## src/hw/rtl/assert_macros.svh

```systemverilog
// Assertion helpers for the RTL file that checks itself.
`ifndef ASSERT_MACROS_SVH
`define ASSERT_MACROS_SVH

// Check an expression at every clock edge outside reset.
`define CRPP_ASSERT_ALWAYS(label, expr, msg) \
    label: assert property (@(posedge i_clk) disable iff (!i_rst_n) (expr)) \
        else $error(msg);

// Check that an antecedent implies a consequent in the same cycle.
`define CRPP_ASSERT_IMPL(label, ante, cons, msg) \
    label: assert property (@(posedge i_clk) disable iff (!i_rst_n) (ante) |-> (cons)) \
        else $error(msg);

`endif

```

## src/hw/rtl/crpp_pkg.sv

```systemverilog
`default_nettype none

package crpp_pkg;

    localparam int VAL_W  = 64;
    localparam int KW_LEN = 5;

    // Unit keyword, letter k in byte k.
    localparam logic [KW_LEN-1:0][7:0] KW_WORD = {8'h73, 8'h65, 8'h74, 8'h79, 8'h62};

    localparam logic [7:0] CH_SPACE = 8'h20;
    localparam logic [7:0] CH_DASH  = 8'h2d;
    localparam logic [7:0] CH_SLASH = 8'h2f;
    localparam logic [7:0] CH_STAR  = 8'h2a;
    localparam logic [7:0] CH_ZERO  = 8'h30;
    localparam logic [7:0] CH_NINE  = 8'h39;

    typedef enum logic [2:0] {
        CLS_SPACE,
        CLS_DIGIT,
        CLS_DASH,
        CLS_SLASH,
        CLS_STAR,
        CLS_OTHER
    } t_cls;

    typedef enum logic [3:0] {
        PH_LEAD,
        PH_KEY,
        PH_GAP,
        PH_START,
        PH_END,
        PH_SIZE_FIRST,
        PH_SIZE_DIGITS,
        PH_DONE
    } t_phase;

    typedef enum logic [2:0] {
        POS_UNKNOWN = 3'd0,
        POS_FULL    = 3'd1,
        POS_START   = 3'd2,
        POS_MIDDLE  = 3'd3,
        POS_END     = 3'd4
    } t_pos;

    typedef struct packed {
        t_cls              cls;
        logic [3:0]        digit;
        logic [KW_LEN-1:0] kw_hit;
        logic              final_byte;
        logic              piece_is_front;
        logic              piece_is_back;
    } t_entry;

    typedef struct packed {
        logic   valid;
        t_entry entry;
    } t_qhead;

    typedef struct packed {
        logic pop;
        logic pop_final;
    } t_back_stat;

endpackage

`default_nettype wire

```

## src/hw/rtl/crpp_if.sv

```systemverilog
`default_nettype none

interface crpp_in_if;
    logic       valid;
    logic       ready;
    logic [7:0] header_byte;
    logic       final_byte;
    logic       piece_is_front;
    logic       piece_is_back;

    modport source (output valid, header_byte, final_byte, piece_is_front, piece_is_back,
                    input ready);
    modport sink   (input valid, header_byte, final_byte, piece_is_front, piece_is_back,
                    output ready);
endinterface

interface crpp_out_if;
    logic       valid;
    logic       ready;
    logic [2:0] piece_pos;

    modport source (output valid, piece_pos, input ready);
    modport sink   (input valid, piece_pos, output ready);
endinterface

`default_nettype wire

```

## src/hw/rtl/content_range_position_parser.sv

```systemverilog
// Path: a header byte is written into the queue on its transfer, popped by the back end, and the
//   final byte's position registered; a held, unread result stops the pops.
// Throughput: one byte per cycle, set by the single multiply-by-ten accumulator in the back end.
// Reset: synchronous active-low i_rst_n clears the queue, the parser and the result valid.
`default_nettype none
`include "assert_macros.svh"

module content_range_position_parser #(
    parameter int QUEUE_DEPTH = 2
) (
    input  wire logic   i_clk,
    input  wire logic   i_rst_n,
    crpp_in_if.sink     i_item,
    crpp_out_if.source  o_result
);

    localparam int CNT_W = $clog2(QUEUE_DEPTH + 1);

    crpp_pkg::t_entry     w_entry;
    crpp_pkg::t_qhead     w_head;
    crpp_pkg::t_back_stat w_stat;
    logic                 w_push;
    logic                 w_pop;
    logic                 w_full;
    logic [CNT_W-1:0]     w_count;

    // Front end: classify each transferred byte and push it into the queue.
    crpp_front u_front (
        .i_item   (i_item),
        .i_q_full (w_full),
        .o_entry  (w_entry),
        .o_push   (w_push)
    );

    // Short queue: lets the parser stall on a held result without blocking input until it fills.
    crpp_queue #(
        .DEPTH (QUEUE_DEPTH)
    ) u_queue (
        .i_clk   (i_clk),
        .i_rst_n (i_rst_n),
        .i_push  (w_push),
        .i_entry (w_entry),
        .i_pop   (w_pop),
        .o_full  (w_full),
        .o_count (w_count),
        .o_head  (w_head)
    );

    // Back end: advance the parse one byte per pop, decide on the final byte,
    // and hold the result in its output register until transferred.
    crpp_back u_back (
        .i_clk    (i_clk),
        .i_rst_n  (i_rst_n),
        .i_head   (w_head),
        .o_pop    (w_pop),
        .o_stat   (w_stat),
        .o_result (o_result)
    );

    `CRPP_ASSERT_ALWAYS(a_count_bound, w_count <= CNT_W'(QUEUE_DEPTH), "queue overfilled")
    `CRPP_ASSERT_IMPL(a_pop_nonempty, w_pop, w_count != '0, "pop from empty queue")
    `CRPP_ASSERT_IMPL(a_result_source, $rose(o_result.valid), $past(w_stat.pop_final),
        "result without final byte")

endmodule

`default_nettype wire

```

## src/hw/rtl/crpp_front.sv

```systemverilog
`default_nettype none

module crpp_front (
    crpp_in_if.sink         i_item,
    input  wire logic       i_q_full,
    output crpp_pkg::t_entry o_entry,
    output logic            o_push
);

    logic [7:0] w_byte;

    assign w_byte       = i_item.header_byte;
    assign i_item.ready = !i_q_full;
    assign o_push       = i_item.valid && !i_q_full;

    always_comb begin
        o_entry.digit          = 4'(w_byte - crpp_pkg::CH_ZERO);
        o_entry.final_byte     = i_item.final_byte;
        o_entry.piece_is_front = i_item.piece_is_front;
        o_entry.piece_is_back  = i_item.piece_is_back;
        for (int k = 0; k < crpp_pkg::KW_LEN; k++) begin
            o_entry.kw_hit[k] = (w_byte == crpp_pkg::KW_WORD[k]);
        end
        priority if (w_byte >= crpp_pkg::CH_ZERO && w_byte <= crpp_pkg::CH_NINE) begin
            o_entry.cls = crpp_pkg::CLS_DIGIT;
        end else if (w_byte == crpp_pkg::CH_SPACE) begin
            o_entry.cls = crpp_pkg::CLS_SPACE;
        end else if (w_byte == crpp_pkg::CH_DASH) begin
            o_entry.cls = crpp_pkg::CLS_DASH;
        end else if (w_byte == crpp_pkg::CH_SLASH) begin
            o_entry.cls = crpp_pkg::CLS_SLASH;
        end else if (w_byte == crpp_pkg::CH_STAR) begin
            o_entry.cls = crpp_pkg::CLS_STAR;
        end else begin
            o_entry.cls = crpp_pkg::CLS_OTHER;
        end
    end

endmodule

`default_nettype wire

```

## src/hw/rtl/crpp_queue.sv

```systemverilog
`default_nettype none

module crpp_queue #(
    parameter int DEPTH = 2
) (
    input  wire logic                     i_clk,
    input  wire logic                     i_rst_n,
    input  wire logic                     i_push,
    input  wire crpp_pkg::t_entry         i_entry,
    input  wire logic                     i_pop,
    output logic                          o_full,
    output logic [$clog2(DEPTH+1)-1:0]    o_count,
    output crpp_pkg::t_qhead              o_head
);

    localparam int PTR_W = $clog2(DEPTH);
    localparam int CNT_W = $clog2(DEPTH + 1);

    crpp_pkg::t_entry   r_mem [DEPTH];
    logic [PTR_W-1:0]   r_wptr;
    logic [PTR_W-1:0]   r_rptr;
    logic [CNT_W-1:0]   r_count;
    logic               w_do_pop;

    assign w_do_pop     = i_pop && (r_count != '0);
    assign o_full       = (r_count == CNT_W'(DEPTH));
    assign o_count      = r_count;
    assign o_head.valid = (r_count != '0);
    assign o_head.entry = r_mem[r_rptr];

    always_ff @(posedge i_clk) begin
        if (i_push) begin
            r_mem[r_wptr] <= i_entry;
        end
    end

    always_ff @(posedge i_clk) begin
        if (!i_rst_n) begin
            r_wptr  <= '0;
            r_rptr  <= '0;
            r_count <= '0;
        end else begin
            if (i_push) begin
                r_wptr <= (r_wptr == PTR_W'(DEPTH - 1)) ? '0 : r_wptr + 1'b1;
            end
            if (w_do_pop) begin
                r_rptr <= (r_rptr == PTR_W'(DEPTH - 1)) ? '0 : r_rptr + 1'b1;
            end
            unique case ({i_push, w_do_pop})
                2'b10:   r_count <= r_count + 1'b1;
                2'b01:   r_count <= r_count - 1'b1;
                default: r_count <= r_count;
            endcase
        end
    end

endmodule

`default_nettype wire

```

## src/hw/rtl/crpp_back.sv

```systemverilog
`default_nettype none

module crpp_back (
    input  wire logic            i_clk,
    input  wire logic            i_rst_n,
    input  wire crpp_pkg::t_qhead i_head,
    output logic                 o_pop,
    output crpp_pkg::t_back_stat o_stat,
    crpp_out_if.source           o_result
);

    localparam int VW = crpp_pkg::VAL_W;
    localparam int AW = VW + 4;

    crpp_pkg::t_phase r_phase, n_phase;
    logic [2:0]       r_kidx, n_kidx;
    logic             r_failed, n_failed;
    logic             r_start_nz, n_start_nz;
    logic             r_start_ovf, n_start_ovf;
    logic [VW-1:0]    r_end, n_end;
    logic             r_end_ovf, n_end_ovf;
    logic [VW-1:0]    r_size, n_size;
    logic             r_size_ovf, n_size_ovf;
    logic             r_star, n_star;
    logic             r_out_valid;
    crpp_pkg::t_pos   r_pos;
    crpp_pkg::t_pos   w_pos;

    crpp_pkg::t_entry w_e;
    logic             w_is_digit;
    logic             w_use_size;
    logic [VW-1:0]    w_acc_in;
    logic             w_acc_ovf_in;
    logic [AW-1:0]    w_acc_ext;
    logic [AW-1:0]    w_acc_sum;
    logic [VW-1:0]    w_acc_val;
    logic             w_acc_ovf;
    logic             w_last_pos;
    logic             w_front;
    logic             w_back;

    assign w_e        = i_head.entry;
    assign w_is_digit = (w_e.cls == crpp_pkg::CLS_DIGIT);
    assign o_pop      = i_head.valid && (!r_out_valid || o_result.ready);
    assign o_stat.pop       = o_pop;
    assign o_stat.pop_final = o_pop && w_e.final_byte;

    // Shared multiply-by-ten accumulator, saturating once it overflows.
    assign w_use_size   = (r_phase == crpp_pkg::PH_SIZE_FIRST)
                       || (r_phase == crpp_pkg::PH_SIZE_DIGITS);
    assign w_acc_in     = w_use_size ? r_size : r_end;
    assign w_acc_ovf_in = w_use_size ? r_size_ovf
                        : ((r_phase == crpp_pkg::PH_END) ? r_end_ovf : r_start_ovf);
    assign w_acc_ext    = {4'b0, w_acc_in};
    assign w_acc_sum    = (w_acc_ext << 3) + (w_acc_ext << 1) + AW'(w_e.digit);
    assign w_acc_ovf    = w_acc_ovf_in || (|w_acc_sum[AW-1:VW]);
    assign w_acc_val    = w_acc_ovf_in ? w_acc_in
                        : (w_acc_ovf ? {VW{1'b1}} : w_acc_sum[VW-1:0]);

    // Next phase.
    always_comb begin
        n_phase = r_phase;
        if (!r_failed) begin
            unique case (r_phase)
                crpp_pkg::PH_LEAD: begin
                    if (w_e.cls != crpp_pkg::CLS_SPACE) n_phase = crpp_pkg::PH_KEY;
                end
                crpp_pkg::PH_KEY: begin
                    if (w_e.kw_hit[r_kidx] && r_kidx == 3'(crpp_pkg::KW_LEN - 1)) begin
                        n_phase = crpp_pkg::PH_GAP;
                    end
                end
                crpp_pkg::PH_GAP: begin
                    if (w_is_digit) n_phase = crpp_pkg::PH_START;
                end
                crpp_pkg::PH_START: begin
                    if (w_e.cls == crpp_pkg::CLS_DASH) n_phase = crpp_pkg::PH_END;
                end
                crpp_pkg::PH_END: begin
                    if (w_e.cls == crpp_pkg::CLS_SLASH) n_phase = crpp_pkg::PH_SIZE_FIRST;
                end
                crpp_pkg::PH_SIZE_FIRST: begin
                    n_phase = w_is_digit ? crpp_pkg::PH_SIZE_DIGITS : crpp_pkg::PH_DONE;
                end
                crpp_pkg::PH_SIZE_DIGITS: begin
                    if (!w_is_digit) n_phase = crpp_pkg::PH_DONE;
                end
                default: n_phase = r_phase;
            endcase
        end
    end

    // Field and flag updates.
    always_comb begin
        n_kidx      = r_kidx;
        n_failed    = r_failed;
        n_start_nz  = r_start_nz;
        n_start_ovf = r_start_ovf;
        n_end       = r_end;
        n_end_ovf   = r_end_ovf;
        n_size      = r_size;
        n_size_ovf  = r_size_ovf;
        n_star      = r_star;
        if (!r_failed) begin
            unique case (r_phase)
                crpp_pkg::PH_LEAD: begin
                    if (w_e.cls != crpp_pkg::CLS_SPACE) begin
                        if (w_e.kw_hit[0]) n_kidx = 3'd1;
                        else               n_failed = 1'b1;
                    end
                end
                crpp_pkg::PH_KEY: begin
                    if (w_e.kw_hit[r_kidx]) n_kidx = r_kidx + 3'd1;
                    else                    n_failed = 1'b1;
                end
                crpp_pkg::PH_GAP, crpp_pkg::PH_START: begin
                    if (w_is_digit) begin
                        if (w_e.digit != 4'd0) n_start_nz = 1'b1;
                        n_end       = w_acc_val;
                        n_start_ovf = w_acc_ovf;
                    end else if (r_phase == crpp_pkg::PH_START
                                 && w_e.cls == crpp_pkg::CLS_DASH) begin
                        n_end = '0;
                    end else if (w_e.cls != crpp_pkg::CLS_SPACE
                                 || r_phase == crpp_pkg::PH_START) begin
                        n_failed = 1'b1;
                    end
                end
                crpp_pkg::PH_END: begin
                    if (w_e.cls == crpp_pkg::CLS_SLASH) begin
                        n_failed = r_failed;
                    end else if (w_is_digit) begin
                        n_end     = w_acc_val;
                        n_end_ovf = w_acc_ovf;
                    end else if (!r_start_nz) begin
                        n_failed = 1'b1;
                    end
                end
                crpp_pkg::PH_SIZE_FIRST, crpp_pkg::PH_SIZE_DIGITS: begin
                    if (w_is_digit) begin
                        n_size     = w_acc_val;
                        n_size_ovf = w_acc_ovf;
                    end else if (r_phase == crpp_pkg::PH_SIZE_FIRST
                                 && w_e.cls == crpp_pkg::CLS_STAR) begin
                        n_star = 1'b1;
                    end
                end
                default: n_failed = r_failed;
            endcase
        end
    end

    // Position decision on the state left by the final byte.
    assign w_front    = w_e.piece_is_front;
    assign w_back     = w_e.piece_is_back;
    assign w_last_pos = ({1'b0, n_end} + 1'b1) == {1'b0, n_size};

    always_comb begin
        priority if (n_failed || n_phase < crpp_pkg::PH_SIZE_FIRST || n_start_ovf) begin
            w_pos = crpp_pkg::POS_UNKNOWN;
        end else if (n_start_nz) begin
            w_pos = crpp_pkg::POS_MIDDLE;
        end else if (n_end_ovf || n_end == '0) begin
            w_pos = crpp_pkg::POS_UNKNOWN;
        end else if (!n_star && (n_size_ovf || n_end >= n_size)) begin
            w_pos = crpp_pkg::POS_UNKNOWN;
        end else if (!n_star && w_last_pos) begin
            priority if (w_front && w_back) w_pos = crpp_pkg::POS_FULL;
            else if (w_front)               w_pos = crpp_pkg::POS_START;
            else if (w_back)                w_pos = crpp_pkg::POS_END;
            else                            w_pos = crpp_pkg::POS_MIDDLE;
        end else if (w_front && !w_back) begin
            w_pos = crpp_pkg::POS_START;
        end else begin
            w_pos = crpp_pkg::POS_MIDDLE;
        end
    end

    always_ff @(posedge i_clk) begin
        if (!i_rst_n || (o_pop && w_e.final_byte)) begin
            r_phase     <= crpp_pkg::PH_LEAD;
            r_kidx      <= '0;
            r_failed    <= 1'b0;
            r_start_nz  <= 1'b0;
            r_start_ovf <= 1'b0;
            r_end       <= '0;
            r_end_ovf   <= 1'b0;
            r_size      <= '0;
            r_size_ovf  <= 1'b0;
            r_star      <= 1'b0;
        end else if (o_pop) begin
            r_phase     <= n_phase;
            r_kidx      <= n_kidx;
            r_failed    <= n_failed;
            r_start_nz  <= n_start_nz;
            r_start_ovf <= n_start_ovf;
            r_end       <= n_end;
            r_end_ovf   <= n_end_ovf;
            r_size      <= n_size;
            r_size_ovf  <= n_size_ovf;
            r_star      <= n_star;
        end
    end

    always_ff @(posedge i_clk) begin
        if (!i_rst_n) begin
            r_out_valid <= 1'b0;
        end else if (o_pop && w_e.final_byte) begin
            r_out_valid <= 1'b1;
        end else if (o_result.ready) begin
            r_out_valid <= 1'b0;
        end
    end

    always_ff @(posedge i_clk) begin
        if (o_pop && w_e.final_byte) begin
            r_pos <= w_pos;
        end
    end

    assign o_result.valid     = r_out_valid;
    assign o_result.piece_pos = r_pos;

endmodule

`default_nettype wire

```

## src/flat_wrapper.sv

```systemverilog
// flat-port wrapper written by rule: the top's interface ports become plain ports
module content_range_position_parser_flat 
#(
    parameter int QUEUE_DEPTH = 2
)
  (i_clk, i_rst_n, i_item_valid, i_item_header_byte, i_item_final_byte, i_item_piece_is_front, i_item_piece_is_back, i_item_ready, o_result_valid, o_result_piece_pos, o_result_ready);
  crpp_in_if i_item_i ();
  crpp_out_if o_result_i ();
  input  wire logic i_clk;
  input  wire logic i_rst_n;
  input wire logic [$bits(i_item_i.valid)-1:0] i_item_valid;
  input wire logic [$bits(i_item_i.header_byte)-1:0] i_item_header_byte;
  input wire logic [$bits(i_item_i.final_byte)-1:0] i_item_final_byte;
  input wire logic [$bits(i_item_i.piece_is_front)-1:0] i_item_piece_is_front;
  input wire logic [$bits(i_item_i.piece_is_back)-1:0] i_item_piece_is_back;
  output wire logic [$bits(i_item_i.ready)-1:0] i_item_ready;
  output wire logic [$bits(o_result_i.valid)-1:0] o_result_valid;
  output wire logic [$bits(o_result_i.piece_pos)-1:0] o_result_piece_pos;
  input wire logic [$bits(o_result_i.ready)-1:0] o_result_ready;
  assign i_item_i.valid = i_item_valid;
  assign i_item_i.header_byte = i_item_header_byte;
  assign i_item_i.final_byte = i_item_final_byte;
  assign i_item_i.piece_is_front = i_item_piece_is_front;
  assign i_item_i.piece_is_back = i_item_piece_is_back;
  assign i_item_ready = i_item_i.ready;
  assign o_result_valid = o_result_i.valid;
  assign o_result_piece_pos = o_result_i.piece_pos;
  assign o_result_i.ready = o_result_ready;
  content_range_position_parser #(.QUEUE_DEPTH(QUEUE_DEPTH)) u_core (.i_clk(i_clk), .i_rst_n(i_rst_n), .i_item(i_item_i), .o_result(o_result_i));
endmodule
```

## config.mk

```make
export PLATFORM = sky130hd
export DESIGN_NAME = content_range_position_parser_flat
export DESIGN_NICKNAME = d
export VERILOG_FILES = /design/src/hw/rtl/crpp_pkg.sv /design/src/hw/rtl/crpp_if.sv /design/src/hw/rtl/content_range_position_parser.sv /design/src/hw/rtl/crpp_front.sv /design/src/hw/rtl/crpp_queue.sv /design/src/hw/rtl/crpp_back.sv /design/src/flat_wrapper.sv
export VERILOG_INCLUDE_DIRS = /design/src /design/src/hw/rtl
export SDC_FILE = /design/constraint.sdc
export NUM_CORES = 1
export LEC_CHECK = 0
export ABC_AREA = 1
export BUFFER_PORTS_ARGS = -buffer_cell sky130_fd_sc_hd__buf_2
export CAP_MARGIN = 20
export CORE_MARGIN = 2
export CORE_UTILIZATION = 45
export DETAILED_ROUTE_END_ITERATION = 7
export PLACE_DENSITY = 0.62
export SYNTH_ARGS = -nofsm -noshare
export SYNTH_HDL_FRONTEND = slang
export SYNTH_SLANG_ARGS = --single-unit
```

## constraint.sdc

```tcl
create_clock -name i_clk -period 8.2 [get_ports i_clk]
set_input_delay 1.64 -clock i_clk [delete_from_list [all_inputs] [get_ports i_clk]]
set_output_delay 1.64 -clock i_clk [all_outputs]
set_load 0.01 [all_outputs]
```

==> results.yml <==
setup_path:
  worstPathArrival_ns: 7.99
  path_common_cell: "nand2_1"
  worstSetupPathType: "reg -> reg"
  crit_slowest_cell: "dfxtp_1"
  start_kind: "register"
  cp_data_required_time_ns: 8.51
  crit_fanout: 52
  endpoint_kind: "register"
  max_stage_delay_ns: 0.42
clocking:
  clk_pin_slew_ns: 0.08
  cts_buffers: 17
  cts_tree: "yes"
  root_buffer: "clkbuf_16"
  clock-sinks: 180
  cts.hold.buffers_added: 0
  h-tree-depth: 4
  clk-insertion-delay-late_ns: 0.47
  clk_path_buf_depth: 2
power_and_ir_drop:
  combPwrFrac_pct: 78.3
  power.internal_mw: 4.33
  leakage_nw: 11.4
  p_seq_share_pct: 14.0
  switching_power_mw: 6.53
  power_density_nw_per_um2: 459
  sw_frac_of_total_pct: 60.2
  clock_power_share_pct: 7.7
  ir_drop_mv: 0.297
finish:
  diodes: 0
  drive_above_1_share_pct: 8.94
  final_cell_area_sq_um: 23700
  area_growth_pct: 5.56
  finalNetCount: 3984
  fin_util_pct: 48.3
yosys:
  synth_edf_count: 33
  async_reset_ff_share_pct: 0
  netlist_instances: 3820
  seq_area_frac_synth_pct: 17.5
  yosysWarningCount: 0
  syn_area_per_cell_sq_um: 5.87
  synth_nets: 4035
  syn_area_sq_um: 22400
  synth_ff_type: "dfxtp_1"
  synth-seq-cells: 180
  yosysUniqueCellTypes: 58
drt:
  post_drt_via_cell_ratio: 5.45
  drc_errors: 0
  post_drt_wl_per_cell_um: 19.1
  ant_nets: 0
  vias: 24251
  drtIter0Drc: 2689
  routed_wl_mm: 85.0
  drtPass1Iterations: 7
global_routing:
  grt_start_max_net_pins: 97
  overflow: 0
  antenna_found_initial: 2
  grt_pass1_vias: 22334
  grt_pass1_wl_mm: 130
  grt_use_total_pct: 33.0
run:
  drv_cap: 0
die:
  die_w_um: 227
  start_util_pct: 45.7
  rows: 81
  num_io_pins: 20
  die_area_sq_um: 51600
  core-area_sq_um: 49100
  die_height_um: 227
place:
  place_hpwl_mm: 66.7
  place_area_sq_um: 23000
  gp_congestion: 1.04
  dpl_worst_slack_ns: 0.369
  port_buffers: 19
timing:
  tightestPinTransition_ns: 1.11
  timing.hold.ws_ns: 0.452
  rsz0062_at_grt: "no"
  fin_setup_tns_ns: 0
  max_freq_ghz: 0.130
  fin_ws_ns: 0.520
  finalCritPeriodShare_pct: 93.7
  finalHoldViolCount: 0
  finClkSkew_ns: 0.0134
  setup_viol: 0
  relSlewSlack_pct: 26.2
  maxSlewViolCount: 0
  finalCriticalPeriod_ns: 7.68
worst_hold_path:
  hp-class: "reg -> reg"
outcome:
  outcome: "complete, no violations"
[final timing paths]
path,startpoint,endpoint,slack [ns],cells after the start
max,u_core.u_back.r_phase[1],u_core.u_back.o_result.piece_pos[1],0.52,50
min,u_core.u_queue.r_rptr,u_core.u_queue.r_rptr,0.45,1
max reg2reg,u_core.u_back.r_phase[1],u_core.u_back.o_result.piece_pos[1],0.52,50
min reg2reg,u_core.u_queue.r_rptr,u_core.u_queue.r_rptr,0.45,1
[layout by cell type, fill, tap and decap left out, drive strengths merged, types with 3 or more instances in the layout]
master / count
o22ai: 5
xor2: 39
nand3b: 24
nand3: 207
inv: 535
edfxtp: 33
nor2: 332
a211oi: 11
and3: 3
nor4: 20
o21a: 38
xnor2: 38
ha: 198
a31oi: 5
o2111ai: 3
o21bai: 27
nand4: 51
dfxtp: 147
clkinv: 7
o211ai: 6
mux2i: 4
a21oi: 314
nor3: 37
buf: 47
clkbuf: 18
or2: 64
nand2: 1268
and2: 6
o21ai: 283
[cells by family after synthesis]
| family | after synthesis | share of synthesized area [%] |
|---|---|---|
| AOI/OAI and AO/OA | 700 | 16.8 |
| xor gates and xnor gates | 78 | 3.11 |
| adders and majority gates | 200 | 11.2 |
| buffers and inverters | 646 | 11.5 |
| DFF | 180 | 17.5 |
| muxes | 4 | 0.179 |
| and+or+nand+nor | 2012 | 39.6 |
[worst max-delay path, delay by kind of cell (launching register included)]
family | cells | cell delay, ns
and+or+nand+nor | 28 | 3.01
AOI/OAI and AO/OA | 9 | 1.56
buffers and inverters | 9 | 1.32
adders and majority gates | 4 | 1.20
DFF | 1 | 0.42
[what timing repair did]
action                                  CTS  global route
gates resized for setup                   0             7
endpoints found under the setup margin    0             3
buffers inserted                          0             1
[through the flow]
stage / cells / power [mW]
2_1_floorplan: 3820 / 7.35
3_3_place_gp: 4411 / 9.71
3_5_place_dp: 4411 / 9.68
4_1_cts: 4443 / 10.6
5_1_grt: 4446 / 11.8
6_report: 4446 / 10.9
[synthesized netlist by cell type (4+ instances only)]
library cell | number | area [sq um]
nor2_2 | 34 | 213
buf_1 | 9 | 33.8
xnor2_1 | 38 | 333
nand3_2 | 14 | 140
nand3b_1 | 24 | 180
nand2_2 | 86 | 538
a211oi_1 | 11 | 82.6
mux2i_1 | 4 | 40.0
or2_2 | 57 | 357
o211ai_1 | 6 | 45.0
and2_1 | 5 | 31.3
nor3_1 | 33 | 165
nor4_1 | 19 | 119
or2_1 | 7 | 43.8
edfxtp_1 | 33 | 991
a21oi_1 | 312 | 1560
nand2_4 | 12 | 135
ha_1 | 198 | 2480
nor2_1 | 287 | 1080
nand4_1 | 51 | 319
o22ai_1 | 5 | 31.3
buf_6 | 15 | 169
o21ai_1 | 11 | 55.1
o21ai_0 | 269 | 1350
nand2_1 | 1170 | 4390
nand3_1 | 193 | 966
o21bai_1 | 27 | 203
nor2_4 | 10 | 113
clkbuf_1 | 68 | 255
o21a_1 | 38 | 285
inv_2 | 26 | 97.6
a31oi_1 | 5 | 31.3
xor2_1 | 39 | 342
inv_1 | 498 | 1870
dfxtp_1 | 147 | 2940
buf_2 | 26 | 130
[power by group through the flow]
stage                     sequential, mW  combinational, mW  clock (mW)
after floorplan                     1.45               5.90           0
after global placement              1.53               8.18           0
after detailed placement            1.53               8.15           0
after CTS                           1.51               8.23       0.850
after global routing                1.56               9.33       0.872
final                               1.52               8.51       0.834
[per-layer routing]
layer / share of wire [%] / wire [um] / vias to the layer above / global-route usage (%)
met5: 0.012 / 10 / - / 0
met4: 3.7 / 3150 / 2 / 11.8
met3: 8.8 / 7470 / 136 / 4.72
met2: 43 / 36300 / 1022 / 51.1
met1: 45 / 38000 / 10874 / 46.5
li1: - / - / 12217 / -
[layout make-up]
cell class | count | area, sq um
clock buffer | 17 | 425
inverter | 527 | 1990
timing repair buffer | 48 | 400
clock inverter | 15 | 138
tap | 664 | 831
multi-input combinational | 2995 | 15900
fill | 5423 | 25400
sequential | 180 | 3930
[registers in the layout (all words and copies together) (netlist names), 2 cells and up, named ones only]
| signal | flops |
|---|---|
| u_core.u_queue.r_mem | 30 |
| u_core.u_queue.o_count | 2 |
| u_core.u_back.r_kidx | 3 |
| u_core.u_back.r_end | 64 |
| u_core.u_back.r_phase | 4 |
| u_core.u_back.r_size | 64 |
| u_core.u_back.o_result.piece_pos | 3 |
No activity file was read; power rests on OpenSTA's default activity.
